`src/design/mld_pkg.sv`:
```
// mld_pkg: shared types, constants and the morse symbol table for the light decoder
// no dependencies
package mld_pkg;

	// widths of the register and payload fields
	localparam int unsigned THRESH_W     = 16;
	localparam int unsigned LEN_W        = 24;
	localparam int unsigned PAT_W        = 5;
	localparam int unsigned SLEN_W       = 3;
	localparam int unsigned SAMPLE_W     = 16;
	localparam int unsigned CODE_W       = 7;
	localparam int unsigned CFG_IDX_W    = 3;
	localparam int unsigned CFG_DATA_W   = 24;
	localparam int unsigned MAX_MARKS    = 5;
	localparam int unsigned STOCK_N      = 36;
	localparam int unsigned DIGIT_BASE   = 26;
	localparam int unsigned ENTRY_W      = 6;
	localparam int unsigned RUN_COUNT_WIDTH_DEF = 24;

	// result queue sizing: two in-flight requests of up to two results each
	localparam int unsigned FIFO_DEPTH   = 4;
	localparam int unsigned FIFO_PTR_W   = $clog2(FIFO_DEPTH);
	localparam int unsigned FIFO_LVL_W   = $clog2(FIFO_DEPTH + 1);

	localparam logic [CODE_W-1:0] ASCII_LOWER_A = 7'd97;
	localparam logic [CODE_W-1:0] ASCII_ZERO    = 7'd48;

	// register reset values
	localparam logic [THRESH_W-1:0] THRESH_RST = 16'd100;
	localparam logic [LEN_W-1:0]    LONG_RST   = 24'd1000;
	localparam logic [LEN_W-1:0]    LETTER_RST = 24'd2000;
	localparam logic [LEN_W-1:0]    WORD_RST   = 24'd3000;
	localparam logic [PAT_W-1:0]    PAT_RST    = 5'd0;
	localparam logic [SLEN_W-1:0]   SLEN_RST   = 3'd5;

	// register indexes on the config port
	localparam logic [CFG_IDX_W-1:0] REG_THRESHOLD  = 3'd0;
	localparam logic [CFG_IDX_W-1:0] REG_LONG_MARK  = 3'd1;
	localparam logic [CFG_IDX_W-1:0] REG_LETTER_GAP = 3'd2;
	localparam logic [CFG_IDX_W-1:0] REG_WORD_GAP   = 3'd3;
	localparam logic [CFG_IDX_W-1:0] REG_SPECIAL_PAT = 3'd4;
	localparam logic [CFG_IDX_W-1:0] REG_SPECIAL_LEN = 3'd5;

	typedef enum logic [1:0] {
		KIND_CHAR    = 2'd0,
		KIND_WRONG   = 2'd1,
		KIND_NEWLINE = 2'd2,
		KIND_SPACE   = 2'd3
	} kind_t;

	typedef struct packed {
		logic [THRESH_W-1:0] light_threshold;
		logic [LEN_W-1:0]    long_mark_len;
		logic [LEN_W-1:0]    letter_gap_len;
		logic [LEN_W-1:0]    word_gap_len;
		logic [PAT_W-1:0]    special_pattern;
		logic [SLEN_W-1:0]   special_length;
	} cfg_t;

	typedef struct packed {
		kind_t             kind;
		logic [CODE_W-1:0] code;
		logic              last;
	} res_t;

	// up to two results written into the queue in one cycle
	typedef struct packed {
		logic v0;
		logic v1;
		res_t r0;
		res_t r1;
	} push_t;

	typedef struct packed {
		logic               hit;
		logic [ENTRY_W-1:0] idx;
	} match_t;

	// marks per entry, bit i is mark i, 1 for long
	localparam logic [PAT_W-1:0] STOCK_BITS [STOCK_N] = '{
		5'b00010, 5'b00001, 5'b00101, 5'b00001, 5'b00000, 5'b00100, 5'b00011,
		5'b00000, 5'b00000, 5'b01110, 5'b00101, 5'b00010, 5'b00011, 5'b00001,
		5'b00111, 5'b00110, 5'b01011, 5'b00010, 5'b00000, 5'b00001, 5'b00100,
		5'b01000, 5'b00110, 5'b01001, 5'b01101, 5'b00011,
		5'b11111, 5'b11110, 5'b11100, 5'b11000, 5'b10000, 5'b00000, 5'b00001,
		5'b00011, 5'b00111, 5'b01111
	};

	localparam logic [SLEN_W-1:0] STOCK_LEN [STOCK_N] = '{
		3'd2, 3'd4, 3'd4, 3'd3, 3'd1, 3'd4, 3'd3, 3'd4, 3'd2, 3'd4, 3'd3, 3'd4, 3'd2,
		3'd2, 3'd3, 3'd4, 3'd4, 3'd3, 3'd3, 3'd1, 3'd3, 3'd4, 3'd3, 3'd4, 3'd4, 3'd4,
		3'd5, 3'd5, 3'd5, 3'd5, 3'd5, 3'd5, 3'd5, 3'd5, 3'd5, 3'd5
	};

	// exact match of the collected marks against the stock table, lowest entry wins
	function automatic match_t stock_lookup(logic [SLEN_W-1:0] cnt, logic [PAT_W-1:0] bits);
		match_t m;
		m.hit = 1'b0;
		m.idx = '0;
		for (int j = STOCK_N - 1; j >= 0; j--) begin
			if (STOCK_LEN[j] == cnt && STOCK_BITS[j] == bits) begin
				m.hit = 1'b1;
				m.idx = ENTRY_W'(j);
			end
		end
		return m;
	endfunction

endpackage

```
`src/design/mld_cfg_regs.sv`:
```
// mld_cfg_regs: configuration register file of the light decoder
// depends on mld_pkg
module mld_cfg_regs (
	input  logic                           clk,
	input  logic                           arst_n,
	input  logic                           cfg_valid,
	output logic                           cfg_ready,
	input  logic [mld_pkg::CFG_IDX_W-1:0]  cfg_index,
	input  logic [mld_pkg::CFG_DATA_W-1:0] cfg_data,
	output mld_pkg::cfg_t                  cfg
);
	import mld_pkg::*;

	cfg_t cfg_q;

	// writes are always taken
	assign cfg_ready = 1'b1;
	assign cfg       = cfg_q;

	// register writes, data truncated to the field width
	always_ff @(posedge clk or negedge arst_n) begin
		if (!arst_n) begin
			cfg_q.light_threshold <= THRESH_RST;
			cfg_q.long_mark_len   <= LONG_RST;
			cfg_q.letter_gap_len  <= LETTER_RST;
			cfg_q.word_gap_len    <= WORD_RST;
			cfg_q.special_pattern <= PAT_RST;
			cfg_q.special_length  <= SLEN_RST;
		end else if (cfg_valid) begin
			unique case (cfg_index)
				REG_THRESHOLD:   cfg_q.light_threshold <= cfg_data[THRESH_W-1:0];
				REG_LONG_MARK:   cfg_q.long_mark_len   <= cfg_data[LEN_W-1:0];
				REG_LETTER_GAP:  cfg_q.letter_gap_len  <= cfg_data[LEN_W-1:0];
				REG_WORD_GAP:    cfg_q.word_gap_len    <= cfg_data[LEN_W-1:0];
				REG_SPECIAL_PAT: cfg_q.special_pattern <= cfg_data[PAT_W-1:0];
				REG_SPECIAL_LEN: cfg_q.special_length  <= cfg_data[SLEN_W-1:0];
				default: ;
			endcase
		end
	end

endmodule

```
`src/design/mld_decode.sv`:
```
// mld_decode: input register, run-length tracking, mark collection and letter match
// depends on mld_pkg
module mld_decode #(
	parameter int unsigned RUN_COUNT_WIDTH = mld_pkg::RUN_COUNT_WIDTH_DEF
) (
	input  logic                         clk,
	input  logic                         arst_n,
	input  logic                         accept,
	input  logic [mld_pkg::SAMPLE_W-1:0] sample,
	input  mld_pkg::cfg_t                cfg,
	output logic                         busy,
	output mld_pkg::push_t               push
);
	import mld_pkg::*;

	localparam int unsigned CMP_W = (RUN_COUNT_WIDTH > LEN_W) ? RUN_COUNT_WIDTH : LEN_W;
	localparam logic [RUN_COUNT_WIDTH-1:0] RUN_MAX = '1;
	localparam logic [SLEN_W-1:0] MARKS_MAX = SLEN_W'(MAX_MARKS);

	logic [SAMPLE_W-1:0]        sample_s1;
	logic                       valid_s1;
	logic                       run_level_q, run_level_d;
	logic [RUN_COUNT_WIDTH-1:0] run_len_q, run_len_d;
	logic [PAT_W-1:0]           mark_bits_q, mark_bits_d;
	logic [SLEN_W-1:0]          mark_count_q, mark_count_d;
	logic                       mark_ovf_q, mark_ovf_d;
	logic                       first_fail_q, first_fail_d;

	logic                       level;
	logic [CMP_W-1:0]           run_ext;
	logic                       is_long, word_end, letter_end;
	match_t                     stock;
	logic [PAT_W-1:0]           spec_mask;
	logic                       spec_hit;
	res_t                       letter_res;
	logic                       letter_emit;

	// input register
	always_ff @(posedge clk or negedge arst_n) begin
		if (!arst_n) begin
			valid_s1 <= 1'b0;
		end else begin
			valid_s1 <= accept;
		end
	end

	always_ff @(posedge clk) begin
		if (accept) begin
			sample_s1 <= sample;
		end
	end

	assign busy = valid_s1;

	// thresholds and run-length compares
	always_comb begin
		level      = sample_s1 > cfg.light_threshold;
		run_ext    = CMP_W'(run_len_q);
		is_long    = run_ext > CMP_W'(cfg.long_mark_len);
		word_end   = run_ext > CMP_W'(cfg.word_gap_len);
		letter_end = word_end || (run_ext > CMP_W'(cfg.letter_gap_len));
	end

	// letter match: stock table first, then the configurable newline entry
	always_comb begin
		stock     = stock_lookup(mark_count_q, mark_bits_q);
		spec_mask = PAT_W'((6'd1 << mark_count_q) - 6'd1);
		spec_hit  = (cfg.special_length == mark_count_q) &&
			((cfg.special_pattern & spec_mask) == (mark_bits_q & spec_mask));
		letter_res.last = !word_end;
		letter_res.code = '0;
		letter_emit     = 1'b1;
		if (!mark_ovf_q && stock.hit) begin
			letter_res.kind = KIND_CHAR;
			if (stock.idx < ENTRY_W'(DIGIT_BASE)) begin
				letter_res.code = CODE_W'(ASCII_LOWER_A + CODE_W'(stock.idx));
			end else begin
				letter_res.code = CODE_W'(ASCII_ZERO + CODE_W'(stock.idx - ENTRY_W'(DIGIT_BASE)));
			end
		end else if (!mark_ovf_q && spec_hit) begin
			letter_res.kind = KIND_NEWLINE;
		end else begin
			letter_res.kind = KIND_WRONG;
			// the first failed letter after reset is swallowed
			letter_emit     = !first_fail_q;
		end
	end

	// state update and result request
	always_comb begin
		run_level_d  = run_level_q;
		run_len_d    = run_len_q;
		mark_bits_d  = mark_bits_q;
		mark_count_d = mark_count_q;
		mark_ovf_d   = mark_ovf_q;
		first_fail_d = first_fail_q;
		push.v0      = 1'b0;
		push.v1      = 1'b0;
		push.r0      = letter_res;
		push.r1      = '{kind: KIND_SPACE, code: '0, last: 1'b1};
		if (valid_s1) begin
			if (level == run_level_q) begin
				if (run_len_q != RUN_MAX) begin
					run_len_d = run_len_q + RUN_COUNT_WIDTH'(1);
				end
			end else begin
				run_level_d = level;
				run_len_d   = RUN_COUNT_WIDTH'(1);
				if (run_level_q) begin
					// bright run ended: append a mark
					if (mark_count_q < MARKS_MAX) begin
						mark_bits_d[mark_count_q] = is_long;
						mark_count_d = mark_count_q + SLEN_W'(1);
					end else begin
						mark_ovf_d = 1'b1;
					end
				end else if (letter_end) begin
					// dark gap ended the letter
					if (!letter_emit) begin
						first_fail_d = 1'b0;
					end
					mark_bits_d  = '0;
					mark_count_d = '0;
					mark_ovf_d   = 1'b0;
					if (letter_emit) begin
						push.v0 = 1'b1;
						push.v1 = word_end;
					end else begin
						push.v0 = word_end;
						push.r0 = push.r1;
					end
				end
			end
		end
	end

	always_ff @(posedge clk or negedge arst_n) begin
		if (!arst_n) begin
			run_level_q  <= 1'b0;
			run_len_q    <= '0;
			mark_bits_q  <= '0;
			mark_count_q <= '0;
			mark_ovf_q   <= 1'b0;
			first_fail_q <= 1'b1;
		end else begin
			run_level_q  <= run_level_d;
			run_len_q    <= run_len_d;
			mark_bits_q  <= mark_bits_d;
			mark_count_q <= mark_count_d;
			mark_ovf_q   <= mark_ovf_d;
			first_fail_q <= first_fail_d;
		end
	end

endmodule

```
`src/design/mld_result_fifo.sv`:
```
// mld_result_fifo: small result queue, two writes and one read per cycle
// depends on mld_pkg
module mld_result_fifo (
	input  logic                           clk,
	input  logic                           arst_n,
	input  mld_pkg::push_t                 push,
	input  logic                           pop,
	output logic                           not_empty,
	output mld_pkg::res_t                  head,
	output logic [mld_pkg::FIFO_LVL_W-1:0] level
);
	import mld_pkg::*;

	res_t                  mem_q [FIFO_DEPTH];
	logic [FIFO_PTR_W-1:0] wr_ptr_q;
	logic [FIFO_PTR_W-1:0] rd_ptr_q;
	logic [FIFO_LVL_W-1:0] level_q;
	logic [FIFO_LVL_W-1:0] n_push;
	logic                  do_pop;

	assign not_empty = level_q != '0;
	assign head      = mem_q[rd_ptr_q];
	assign level     = level_q;
	assign do_pop    = pop && not_empty;
	assign n_push    = FIFO_LVL_W'(push.v0) + FIFO_LVL_W'(push.v1);

	// entry storage
	always_ff @(posedge clk) begin
		if (push.v0) begin
			mem_q[wr_ptr_q] <= push.r0;
		end
		if (push.v1) begin
			mem_q[wr_ptr_q + FIFO_PTR_W'(1)] <= push.r1;
		end
	end

	// pointers and fill level
	always_ff @(posedge clk or negedge arst_n) begin
		if (!arst_n) begin
			wr_ptr_q <= '0;
			rd_ptr_q <= '0;
			level_q  <= '0;
		end else begin
			wr_ptr_q <= wr_ptr_q + FIFO_PTR_W'(n_push);
			rd_ptr_q <= rd_ptr_q + FIFO_PTR_W'(do_pop);
			level_q  <= level_q + n_push - FIFO_LVL_W'(do_pop);
		end
	end

endmodule

```
`src/design/morse_light_decoder.sv`:
```
// morse_light_decoder: top level of the morse light decoder
// depends on mld_pkg, mld_cfg_regs, mld_decode, mld_result_fifo
//
//  channel   direction  handshake              payload
//  in        sink       in_valid / in_ready    light_sample
//  out       source     out_valid / out_ready  result_kind, char_code, last_of_run
//  cfg       sink       cfg_valid / cfg_ready  cfg_index, cfg_data
//
// one sample request per cycle while in_ready is high; an accepted sample is registered
// in the input register, its results are computed from there and written into the output
// queue, and the first result is offered from the queue
// in_ready drops while the queue level plus two for a sample in flight is above
// two: under a stalled output side, and while a sample is in flight behind queued results
// asynchronous active-low reset clears run, mark and queue state; no clearing pass
module morse_light_decoder #(
	parameter int unsigned RUN_COUNT_WIDTH = mld_pkg::RUN_COUNT_WIDTH_DEF
) (
	input  logic                           clk,
	input  logic                           arst_n,
	input  logic                           in_valid,
	output logic                           in_ready,
	input  logic [mld_pkg::SAMPLE_W-1:0]   light_sample,
	output logic                           out_valid,
	input  logic                           out_ready,
	output logic [1:0]                     result_kind,
	output logic [mld_pkg::CODE_W-1:0]     char_code,
	output logic                           last_of_run,
	input  logic                           cfg_valid,
	output logic                           cfg_ready,
	input  logic [mld_pkg::CFG_IDX_W-1:0]  cfg_index,
	input  logic [mld_pkg::CFG_DATA_W-1:0] cfg_data
);
	import mld_pkg::*;

	cfg_t                  cfg;
	push_t                 push;
	res_t                  head;
	logic                  busy;
	logic [FIFO_LVL_W-1:0] level;
	logic [FIFO_LVL_W:0]   reserved;

	// queue room for the sample in flight and the new one
	assign reserved = (FIFO_LVL_W + 1)'(level) + (busy ? (FIFO_LVL_W + 1)'(2) : '0);
	assign in_ready = reserved <= (FIFO_LVL_W + 1)'(FIFO_DEPTH - 2);

	mld_cfg_regs u_cfg (
		.clk       (clk),
		.arst_n    (arst_n),
		.cfg_valid (cfg_valid),
		.cfg_ready (cfg_ready),
		.cfg_index (cfg_index),
		.cfg_data  (cfg_data),
		.cfg       (cfg)
	);

	mld_decode #(
		.RUN_COUNT_WIDTH (RUN_COUNT_WIDTH)
	) u_decode (
		.clk    (clk),
		.arst_n (arst_n),
		.accept (in_valid && in_ready),
		.sample (light_sample),
		.cfg    (cfg),
		.busy   (busy),
		.push   (push)
	);

	mld_result_fifo u_fifo (
		.clk       (clk),
		.arst_n    (arst_n),
		.push      (push),
		.pop       (out_ready),
		.not_empty (out_valid),
		.head      (head),
		.level     (level)
	);

	// result fields
	assign result_kind = head.kind;
	assign char_code   = head.code;
	assign last_of_run = head.last;

endmodule

```
`config.mk`:
```
export PLATFORM = sky130hd
export DESIGN_NAME = morse_light_decoder
export DESIGN_NICKNAME = d
export VERILOG_FILES = /design/src/design/mld_pkg.sv /design/src/design/mld_cfg_regs.sv /design/src/design/mld_decode.sv /design/src/design/mld_result_fifo.sv /design/src/design/morse_light_decoder.sv
export SDC_FILE = /design/constraint.sdc
export NUM_CORES = 1
export LEC_CHECK = 0
export BUFFER_PORTS_ARGS = -buffer_cell sky130_fd_sc_hd__buf_2
export CAP_MARGIN = 20
export CORE_UTILIZATION = 65
export CTS_CLUSTER_DIAMETER = 120
export DETAILED_ROUTE_END_ITERATION = 10
export GPL_ROUTABILITY_DRIVEN = 0
export PLACE_DENSITY_LB_ADDON = 0.12
export SYNTH_ARGS = -nofsm -noshare
export SYNTH_HDL_FRONTEND = slang
export SYNTH_SLANG_ARGS = --single-unit
```
`constraint.sdc`:
```
create_clock -name clk -period 8 [get_ports clk]
set_input_delay 0.4 -clock clk [delete_from_list [all_inputs] [get_ports clk]]
set_output_delay 0.4 -clock clk [all_outputs]
set_load 0.03 [all_outputs]
```
Word-level counts from Yosys, hierarchy flattened
Memories as Yosys holds them, arrays and structs flattened.
Index checks and enable logic that the tools add are counted.
{"block": "totals", "in_bits": 48, "ramBits": 40, "ff_bits": 155, "memories": 1}
{"name": "u_fifo.mem_q", "words": 4, "width": 10, "read_ports": 1, "rd_ports_with_merged_regs": 0, "wr": 2, "line": "mld_result_fifo.sv:14", "rtl": "res_t mem_q [FIFO_DEPTH];"}
{"block": "classes", "eq_ne": 35, "n_shift": 1, "addsub": 13, "mux": 68, "n_lt_le_gt_ge": 9, "bitwise_logic": 5, "n_reduce_logical": 61}
{"cell": "two-way mux 7 bit", "count": 38}
{"cell": "> comparator 24 bit", "count": 3}
{"cell": "two-way mux 12 bit", "count": 4}
{"cell": "two-way mux 24 bit", "count": 2}
{"cell": "logical AND 1 bit", "count": 42}
{"cell": "equality test 4 x 5 -> 1 bit, first input constant", "count": 6}
{"cell": "equality test 5 bit, first input constant", "count": 5}
{"cell": "adder 24 x 1 -> 24 bit, second input constant", "count": 1}
{"cell": "!= test 24 bit, second input constant", "count": 1}
{"cell": "equality test 3 x 5 -> 1 bit, first input constant", "count": 4}
{"cell": "> comparator 16 bit", "count": 1}
{"cell": "AND reduction 2 bit", "count": 8}
{"cell": "two-way mux 5 bit", "count": 3}
{"cell": "two-way mux 1 bit", "count": 12}
{"cell": "bitwise AND 5 bit", "count": 2}
{"cell": "equality test 2 x 5 -> 1 bit, first input constant", "count": 2}
{"cell": "two-way mux 10 bit", "count": 1}
{"cell": "two-way mux 3 bit", "count": 3}
{"cell": "AND reduction 4 bit", "count": 2}
{"cell": "adder 6 x 7 -> 7 bit, first input constant", "count": 1}
{"cell": "adder 7 x 6 -> 7 bit, first input constant", "count": 1}
{"cell": "subtractor 6 x 5 -> 7 bit, second input constant", "count": 1}
{"cell": "equality test 2 x 3 -> 1 bit, first input constant", "count": 2}
{"cell": "equality test 3 x 2 -> 1 bit, second input constant", "count": 2}
{"cell": "other kinds (35)", "count": 45}

Longest topological paths before layout
Gate-level depths: netlist (run 1).
{"block": "depth", "depth_word": 50, "mapped_depth": 22, "mapped_depth_nobuf": 18}

By module
Synthesis (run 1) repeated with hierarchy kept, for this count alone.
{"block": "hier_totals", "hier_cells": 1064, "hier_area_um2": 12076.6}
{"module": "mld_decode", "seq_area_each_um2": 1382.6, "instances": 1, "area_each_um2": 5982.0, "cells_per_inst": 718}
{"module": "mld_cfg_regs", "seq_area_each_um2": 2432.3, "instances": 1, "area_each_um2": 3683.5, "cells_per_inst": 209}
{"module": "mld_result_fifo", "seq_area_each_um2": 1376.3, "instances": 1, "area_each_um2": 2379.8, "cells_per_inst": 134}
{"module": "morse_light_decoder", "seq_area_each_um2": 0.0, "instances": 1, "area_each_um2": 31.3, "cells_per_inst": 3}

Worst setup path before layout (run 1)
OpenSTA, ideal clock, no wires.
{"block": "synth_timing", "kind": "register to register", "start": "register u_decode.mark_count_q[2]", "end": "register u_fifo.level_q[2] (netlist: u_fifo.level[2])", "setup_slack_ps": 3516, "t_required_ps": 7877, "setup_time_ps": 123, "arrival_time_ps": 4361, "period_less_slack_ps": 4484, "path_stages_with_launch": 22, "n_path_buf": 5, "cell_sequence": "dfrtp_1 -> buf_2 -> buf_1 -> inv_1 -> ha_1 -> nand2b_1 -> a2111oi_0 -> nor4_1 -> a41oi_4 -> nor2_2 -> and3_1 -> or3b_1 -> buf_6 -> inv_4 -> buf_12 -> buf_8 -> ha_1 -> inv_1 -> ha_1 -> fa_1 -> xor2_1 -> xnor2_1"}
{"block": "synth_between", "elab_chain_cells": 48}
{"item": "start: declaration", "line": "mld_decode.sv:25", "rtl": "logic [SLEN_W-1:0] mark_count_q, mark_count_d;"}
{"item": "start signal: assignment", "line": "mld_decode.sv:149", "rtl": "mark_count_q <= mark_count_d;"}
{"item": "equality test 3 bit", "line": "mld_pkg.sv:101", "rtl": "if (STOCK_LEN[j] == cnt && STOCK_BITS[j] == bits) begin"}
{"item": "logical AND 1 bit", "line": "mld_pkg.sv:101"}
{"item": "two-way mux 7 bit (36 in series)", "line": "mld_pkg.sv:101"}
{"item": "logical AND 1 bit", "line": "mld_decode.sv:73", "rtl": "if (!mark_ovf_q && stock.hit) begin"}
{"item": "two-way mux 1 bit (*)", "line": "mld_decode.sv:73"}
{"item": "two-way mux 1 bit", "line": "mld_decode.sv:125", "rtl": "if (letter_emit) begin"}
{"item": "two-way mux 12 bit (*)", "line": "mld_decode.sv:117", "rtl": "end else if (letter_end) begin"}
{"item": "two-way mux 12 bit (*)", "line": "mld_decode.sv:109", "rtl": "if (run_level_q) begin"}
{"item": "two-way mux 12 bit (*)", "line": "mld_decode.sv:102", "rtl": "if (level == run_level_q) begin"}
{"item": "two-way mux 12 bit (*)", "line": "mld_decode.sv:101", "rtl": "if (valid_s1) begin"}
{"item": "adder 1 x 1 -> 2 bit (*)", "line": "mld_result_fifo.sv:25", "rtl": "assign n_push = FIFO_LVL_W'(push.v0) + FIFO_LVL_W'(push.v1);"}
{"item": "adder 3 bit (*)", "line": "mld_result_fifo.sv:46", "rtl": "level_q <= level_q + n_push - FIFO_LVL_W'(do_pop);"}
{"item": "subtractor 3 x 1 -> 3 bit (*)", "line": "mld_result_fifo.sv:46"}
{"item": "end signal: assignment", "line": "mld_result_fifo.sv:46"}
{"item": "end: declaration", "line": "mld_result_fifo.sv:17", "rtl": "logic [FIFO_LVL_W-1:0] level_q;"}
Mark *: on every way between the ends. The rest lies on a longest branch, timed or not.
A chain may end at the register's enable or synchronous reset.

Final worst setup path (run 1)
Ends and elaborated chain as after synthesis.

==> results of run 1 <==
[power by group through the flow]
stage / combinational, mW / sequential [mW] / clock, mW
3_5_place_dp: 0.959 / 1.32 / 0
5_1_grt: 1.09 / 1.33 / 0.850
2_1_floorplan: 0.763 / 1.25 / 0
6_report: 0.972 / 1.31 / 0.805
4_1_cts: 0.968 / 1.31 / 0.816
3_3_place_gp: 0.928 / 1.32 / 0
[layout make-up]
class                      count  area share, %
multi-input combinational    804           47.8
clock inverter                14          0.979
clock buffer                  18           3.46
inverter                     120           3.65
timing repair buffer          69           3.22
sequential                   195           38.6
tap                          225           2.27
[layout by cell type, fill, tap and decap left out, types with 16 or more instances in the layout]
| cell | count |
|---|---|
| dfstp_2 | 25 |
| buf_2 | 58 |
| nor2_1 | 61 |
| dfxtp_1 | 40 |
| mux2_2 | 39 |
| nand4_1 | 25 |
| a21oi_1 | 57 |
| o21ai_0 | 78 |
| nand3_1 | 27 |
| dfrtp_1 | 114 |
| a21o_1 | 24 |
| ha_1 | 105 |
| edfxtp_1 | 16 |
| clkbuf_16 | 17 |
| nand2b_1 | 17 |
| xor2_1 | 26 |
| inv_1 | 119 |
| nand2_1 | 103 |
[logic make-up after synthesis]
group | after synthesis
AO/OA/AOI/OAI | 289
XOR/XNOR | 41
adder cells (fa/ha/maj) | 106
buffers and inverters | 171
flip-flops | 195
multiplexers | 51
other | 1
AND/OR/NAND/NOR | 316
[critical path, stage by stage (launching register included)]
cell       delay, ps
dfrtp_1          730
inv_1            240
ha_1             360
nand2b_1         180
a2111oi_0        160
nor4_1           630
a41oi_4          280
nor2_2           360
and3_1           200
or3b_1           500
inv_4            260
ha_1             280
inv_1             60
ha_1             240
fa_1             450
xor2_1           170
xnor2_1          120
[worst max-delay path by stage]
stage	from	slack (ps)	cells past startpoint	end
finish	u_decode.mark_count_q[2]	2660	16	u_fifo.level[2]
global route	u_decode.mark_count_q[2]	2200	16	u_fifo.level[2]
CTS	u_decode.mark_count_q[2]	2750	16	u_fifo.level[2]
detailed placement	u_decode.mark_count_q[2]	2790	16	u_fifo.level[2]
global placement	u_decode.mark_count_q[2]	3000	16	u_fifo.level[2]
floorplan	u_decode.mark_count_q[2]	3520	21	u_fifo.level[2]
[sequential cells by signal, indices dropped and copies added (netlist names)]
name and flops:
u_cfg.cfg 96, u_fifo.mem_q 40, u_decode.run_ext 24, u_decode.sample_s1 16, u_decode.mark_bits_q 5, u_decode.mark_count_q 3
u_fifo.level 3, u_fifo.rd_ptr_q 2, u_fifo.wr_ptr_q 2, u_decode.busy 1, u_decode.first_fail_q 1, u_decode.mark_ovf_q 1
u_decode.run_level_q 1
[synth_stat cells, types with 6 or more instances]
cell,n
inv_1,119
dfrtp_1,114
ha_1,105
nand2_1,103
o21ai_0,78
nor2_1,61
a21oi_1,57
dfxtp_1,40
mux2_2,39
clkbuf_1,32
nand3_1,27
xor2_1,26
dfstp_2,25
nand4_1,25
a21o_1,24
nand2b_1,17
nor3_1,17
edfxtp_1,16
xnor2_1,15
mux4_2,10
o21ai_1,10
and2_1,9
o2111ai_1,9
o211ai_1,9
buf_2,8
nor2b_1,8
o21a_1,8
a22o_1,7
and3_1,7
o31ai_1,7
a2bb2o_2,6
nor4_1,6
o22ai_1,6
or3_1,6
[metal layers]
metal | routed length (um) | track usage, % | share of wire (%)
met4 | 549 | 9.61 | 2.2
met1 | 10900 | 37.8 | 43
met2 | 12800 | 50.6 | 50
met3 | 1140 | 4.69 | 4.5
met5 | 0 | 0 | 0
[through the flow]
stage	total power, mW	cells
final	3.08	1445
after global routing	3.27	1445
after CTS	3.09	1444
after detailed placement	2.28	1411
after global placement	2.25	1411
after floorplan	2.02	1170
==> flow_summary.yaml, run 1 <==
clocking:
  clkTransAtPathRegs_ps: 80
  cts_tree: "done"
  cts_resized: 0
  insertion_delay_ps: 440
  cts_max_level: 4
  cts_buffers: 17
  clockRootBuffer: "clkbuf_16"
  clock_path_buffers: 2
  cts_setup_buffers: 0
  hold_buffers: 1
  cts_sinks: 195
floorplan:
  io_pins: 61
  design.core.area_sq_mm: 0.0172
  rows: 48
  die_h_um: 134
  die_x_um: 134
  start_util_pct: 66.2
  die_area_sq_mm: 0.0181
setup_path:
  r2r_slack_ps: 2660
  crit_fanout: 29
  end_kind: "flip-flop"
  cp_data_required_time_ps: 8330
  crit_path_start_kind: "flip-flop"
  r2r_cells: 16
  reg2reg_to: "u_fifo.level[2]"
  regToRegStartpoint: "u_decode.mark_count_q[2]"
  worstPathArrival_ps: 5670
  critPathKind: "flip-flop to flip-flop"
final_layout:
  syn2layout_area_growth_pct: 8.68
  fillers: 1267
  design_area_sq_mm: 0.0124
  fin_nets: 1361
  layout-drive-gt1-share_pct: 16.3
  multi_input_area_sq_mm: 0.00593
  n_antenna_cell: 0
  seq_area_sq_mm: 0.00479
  final_util_pct: 72.0
sta:
  max_slew_margin_pct: 46.4
  rsz0062_at_grt: "false"
  setup_slack_ps: 2660
  final-setup-viol-count: 0
  tightest_slew_ps: 805
  holdWs_ps: 131
  period_minus_slack_ps: 5340
  hold_viol: 0
  finClkSkew_ps: 12.0
  period_share_pct: 66.7
  max_freq_mhz: 187
  finalMaxSlewViolations: 0
  setup_tns_ps: 0
synthesis:
  synth-main-ff-cell: "dfrtp_1"
  syn_avg_cell_area_sq_um: 9.75
  ys_seq_elements: 195
  synth_xor_area_share_pct: 3.15
  synth_edf_count: 16
  synthSimpleGateAreaFrac_pct: 13.8
  ys_async_sr_fraction_pct: 71.3
  synth_cell_type_count: 87
  netlist_area_sq_mm: 0.0114
  synth_fa_ha_area_share_pct: 11.7
  synth_warnings: 0
  syn_inst: 1170
  yosysSeqAreaShare_pct: 42.0
  yosys.area.top_type: "dfrtp_1"
  synth_compound_area_share_pct: 17.1
  yosys-top-cells-area: "dfrtp_1 25%, ha_1 12%, dfxtp_1 7.0%, dfstp_2 5.8%, edfxtp_1 4.2%"
  synthMuxAreaShare_pct: 6.00
  synth_top_family_by_area: "compound AO/OA/AOI/OAI gates"
  yosysTopAreaCellShare_pct: 25.0
  synth_nets: 1324
pwr:
  comb_power_share_pct: 31.5
  p_clk_share_pct: 26.1
  p_int_mw: 1.99
  p_sw_share_pct: 35.6
  p_leak_nw: 5.74
  p_seq_share_pct: 42.4
  cellPowerDensity_mw_per_mm2: 249
  vdd_drop_max_uv: 162
  power_switching_mw: 1.10
placement:
  portBuffers: 59
  hpwl_um: 18400
  pre_cts_slack_ps: 2790
  place_area_sq_mm: 0.0118
grt:
  grt_first_pass_wirelength_um: 41600
  grtUsageTotal_pct: 29.3
  grt_max_degree: 81
  grt_pass1_vias: 8399
  grt_antenna_before_repair: 0
  overflow: 0
drt:
  first_iter_violations: 467
  vias_per_cell: 6.06
  vias: 8755
  dr.pass1.iters: 6
  wl_per_cell_um: 17.5
  drc: 0
  ant_nets: 0
  drt-total-wl_um: 25300
hold_path:
  hp-start: "light_sample[4]"
  hold_path.class: "input port to flip-flop"
  holdPathStages: 1
  min_to: "u_decode.sample_s1[4]"
flow_run:
  drv_cap: 0
status:
  status: "complete, no violations"
Note: power is estimated with default switching activity, not from simulation.
==> run 2, diff against run 1 <==
Settings changed: CORE_UTILIZATION 65 to 62.
Clock period 8 ns to 5.3 ns, I/O delays scaled along.
==> run 2 against run 1 <==
Net effect: combinational power increased by 50%; via count down 0.45%; global-route usage shrank 1.1 points; first-iteration DRC count is 18% higher; worst setup slack worse by 1900 ps; cell count increased by 1.4%; critical path type unchanged; largest power group unchanged.
==> flow_summary.yaml, run 2 (synthesis gave the netlist of run 1 again) <==
final_layout:
  layout-drive-gt1-share_pct: 16.1
  final_util_pct: 69.6
  n_antenna_cell: 0
  design_area_sq_mm: 0.0125
  layout_commonest_cell: "inv_1"
  largest_reg_flops: 96
  final_cell_mix: "119 x inv_1, 114 x dfrtp_1, 105 x ha_1"
  final_cells: 1465
  fin_nets: 1377
  syn2layout_area_growth_pct: 9.92
sta:
  finalMaxSlewViolations: 0
  period_share_pct: 86.2
  tightest_slew_ps: 792
  setup_slack_ps: 730
  final-setup-viol-count: 0
  holdWs_ps: 15.2
  setup_tns_ps: 0
  rsz0062_at_grt: "false"
  finClkSkew_ps: 14.3
  period_minus_slack_ps: 4570
  hold_viol: 0
  max_slew_margin_pct: 46.6
  max_freq_mhz: 219
drt:
  first_iter_violations: 549
  wl_met2_um: 12100
  vias_per_cell: 5.95
  drt-total-wl_um: 24900
  dr.pass1.iters: 5
  wl_met1_um: 11200
  wl_per_cell_um: 17.0
  ant_nets: 0
  top_layer_used: "met4"
  wl_met3_um: 968
  vias: 8716
  drc: 0
setup_path:
  r2r_cells: 16
  crit_fanout: 21
  critPathKind: "flip-flop to flip-flop"
  cp_data_required_time_ps: 5620
  worstPathArrival_ps: 4890
  r2r_slack_ps: 730
  reg2reg_to: "u_fifo.level[2]"
  end_kind: "flip-flop"
  regToRegStartpoint: "u_decode.mark_count_q[2]"
  crit_path_start_kind: "flip-flop"
grt:
  grt_pass1_vias: 8377
  overflow: 0
  grt_max_degree: 78
  grtUsageTotal_pct: 28.3
  grt_antenna_before_repair: 0
  grt_first_pass_wirelength_um: 41300
floorplan:
  die_area_sq_mm: 0.0190
  die_x_um: 138
  rows: 49
  start_util_pct: 63.3
  design.core.area_sq_mm: 0.0180
  die_h_um: 138
  io_pins: 61
clocking:
  cts_max_level: 4
  cts_buffers: 17
  clock_path_buffers: 2
  clkTransAtPathRegs_ps: 70
  cts_resized: 0
  insertion_delay_ps: 440
  clockRootBuffer: "clkbuf_16"
  cts_sinks: 195
  cts_tree: "done"
placement:
  numPlacedInstances: 1417
  pre_cts_slack_ps: 762
  place_area_sq_mm: 0.0118
  hpwl_um: 18000
  portBuffers: 59
hold_path:
  min_to: "u_decode.sample_s1[1]"
  hold_path.class: "input port to flip-flop"
  holdPathStages: 1
  hp-start: "light_sample[1]"
status:
  status: "complete, no violations"
pwr:
  power.total_mw: 4.64
  vdd_drop_max_uv: 274
  cellPowerDensity_mw_per_mm2: 370
  p_leak_nw: 5.79
flow_run:
  drv_cap: 0
-- run 2: metal layers --
metal	vias to the layer above	track usage, %
li1	4283	-
met1	4176	37.3
met2	206	47.2
met3	51	3.68
met4	0	11.1
met5	-	0
-- run 2: area by class of cell --
cell class,count,area [sq um]
tap,229,287
fill,1427,5480
sequential,195,4790
clock buffer,17,425
inverter,120,453
timing repair buffer,85,537
clock inverter,15,123
multi-input combinational,804,5930
-- run 2: worst max-delay path, stage by stage, from the launching register on --
cell and delay [ps]:
dfrtp_1 720, inv_1 230, ha_1 360, nand2b_1 190
a2111oi_0 140, nor4_1 570, a41oi_4 270, nor2_2 360
and3_1 200, or3b_1 160, inv_4 40, ha_1 190
inv_1 60, ha_1 230, fa_1 440, xor2_1 170
xnor2_1 120
-- run 2: repair_timing --
item	in CTS	in global routing
hold buffers	16	0
endpoints found under the setup margin	0	0
endpoints found under the hold margin	82	0
buffers inserted	0	0
-- run 2: power by group --
part           total (mW)  leakage (nW)  switching [mW]  internal, mW
clock network        1.22         0.259           0.603         0.614
logic                1.46          3.36           0.844         0.617
registers            1.97          2.17           0.195          1.77
total                4.64          5.79            1.64          3.00
-- run 2: how the worst max path moves through the flow --
stage	startpoint	endpoint	slack (ps)
finish	u_decode.mark_count_q[2]	u_fifo.level[2]	730
global placement	u_decode.mark_count_q[2]	u_fifo.level[2]	890
detailed placement	u_decode.mark_count_q[2]	u_fifo.level[2]	760
global route	u_decode.mark_count_q[2]	u_fifo.level[2]	350
CTS	u_decode.mark_count_q[2]	u_fifo.level[2]	720
floorplan	u_decode.mark_count_q[2]	u_fifo.level[2]	820
==> run 3, diff against run 2 <==
Settings changed: HOLD_SLACK_MARGIN from default to 0.12.
==> run 3 against run 2 <==
Net effect: sequential power is essentially flat; critical path depth is the same; largest power group unchanged; worst setup slack lost 7.2 ps; design area grew 1.7%; critical path type unchanged; clock power is essentially flat; wire length grew 1.8%.
==> flow_summary.yaml, run 3 (synthesis gave the netlist of run 1 again) <==
clocking:
  cts_buffers: 17
  cts_resized: 0
  clock_path_buffers: 2
  insertion_delay_ps: 440
  cts_sinks: 195
  cts_max_level: 4
  clockRootBuffer: "clkbuf_16"
  cts_setup_buffers: 0
  clkTransAtPathRegs_ps: 80
  cts_tree: "done"
status:
  status: "complete, no violations"
sta:
  finClkSkew_ps: 11.9
  tightest_slew_ps: 787
  max_freq_mhz: 218
  setup_tns_ps: 0
  finalMaxSlewViolations: 0
  hold_viol: 0
  max_slew_margin_pct: 46.9
  period_share_pct: 86.4
  rsz0062_at_grt: "false"
  setup_slack_ps: 723
  final-setup-viol-count: 0
  period_minus_slack_ps: 4580
placement:
  pre_cts_slack_ps: 762
  portBuffers: 59
  hpwl_um: 18000
  numPlacedInstances: 1417
setup_path:
  slowest_delay_ps: 720
  cp_data_required_time_ps: 5630
  end_kind: "flip-flop"
  cpMaxStageDelayCell: "dfrtp_1"
  crit_top_cell: "ha_1"
  crit_chain: "inv_1, ha_1, nand2b_1, a2111oi_0, nor4_1, a41oi_4, nor2_2, and3_1, or3b_1, inv_4, ha_1, inv_1, ha_1, fa_1, xor2_1, xnor2_1"
  critPathKind: "flip-flop to flip-flop"
  crit_path_start_kind: "flip-flop"
  worstPathArrival_ps: 4900
  crit_fanout: 21
floorplan:
  rows: 49
  design.core.area_sq_mm: 0.0180
  die_h_um: 138
  die_area_sq_mm: 0.0190
  die_x_um: 138
  start_util_pct: 63.3
  io_pins: 61
grt:
  grtUsageTotal_pct: 28.6
  grt_max_degree: 78
  grt_util_met2_pct: 48.0
  overflow: 0
  gr-usage-met1_pct: 37.7
  grt_pass1_vias: 8469
  use_met3_pct: 3.46
  busiest_layer: "met2"
  grt_first_pass_wirelength_um: 41800
  grt_antenna_before_repair: 0
drt:
  drt-total-wl_um: 25300
  dr.pass1.iters: 6
  wl_per_cell_um: 17.1
  drc: 0
  vias_per_cell: 5.94
  ant_nets: 0
  vias: 8832
  first_iter_violations: 599
final_layout:
  final_cell_mix: "119 x inv_1, 114 x dfrtp_1, 105 x ha_1"
  syn2layout_area_growth_pct: 11.8
  n_antenna_cell: 0
  layout_commonest_cell: "inv_1"
  largest_reg_flops: 96
  final_cells: 1486
  fin_nets: 1398
  layout-drive-gt1-share_pct: 15.8
pwr:
  power.total_mw: 4.66
  cellPowerDensity_mw_per_mm2: 366
  vdd_drop_max_uv: 274
  p_leak_nw: 5.88
hold_path:
  hold_path.class: "input port to flip-flop"
flow_run:
  drv_cap: 0
==> run 3: cell count changes in the layout (fill, tap and decap cells not counted), sizes merged <==
cell / delta
dlygate4sd3: +21
==> run 3: what timing repair did <==
| action | CTS | global route |
|---|---|---|
| hold buffers | 37 | 0 |
| endpoints found under the setup margin | 0 | 0 |
| hold endpoints to repair | 138 | 0 |
==> run 3: final cells by class <==
cell class                 count  area (sq um)
tap                          229           287
clock buffer                  17           425
sequential                   195          4790
fill                        1394          5270
clock inverter                15           123
multi-input combinational    804          5930
timing repair buffer         106           747
inverter                     120           453
==> run 3: where the power goes <==
part,internal (mW),switching (mW)
logic,0.627,0.850
clock network,0.614,0.604
registers,1.77,0.196
total,3.01,1.65
==> run 3: final timing paths <==
check / from / endpoint / slack (ps) / depth (start not counted)
setup / recovery: u_decode.mark_count_q[2] / u_fifo.level[2] / 720 / 16
hold / removal: cfg_data[4] / u_cfg.cfg[36] / 140 / 3
max in group asynchronous: arst_n / u_cfg.cfg[51] / 3610 / 3
hold reg to reg: u_fifo.mem_q[0][9] / u_fifo.mem_q[0][9] / 440 / 2
min in group asynchronous: arst_n / u_fifo.rd_ptr_q[1] / 410 / 2
setup reg to reg: u_decode.mark_count_q[2] / u_fifo.level[2] / 720 / 16
==> run 3: per-layer routing <==
metal | vias up | part of all wire [%]
li1 | 4322 | -
met1 | 4247 | 44
met2 | 213 | 49
met3 | 50 | 4.0
met4 | 0 | 2.5
met5 | - | 0
==> run 3: stage by stage <==
stage	hold slack, ps	utilization, %	cell area, sq um
after floorplan	-30.6	-	11400
final	136	70.8	12800
after CTS	124	70.8	12800
after global placement	327	65.7	11800
after global routing	162	70.8	12800
after detailed placement	338	65.7	11800
==> run 3: critical path: cells and delay by family (launching register included) <==
kind / cells / cell delay [ps]
simple gates: 5 / 1490
fa+ha+maj: 4 / 1210
flops: 1 / 720
compound gates: 2 / 410
buf+inv: 3 / 330
xor+xnor: 2 / 290
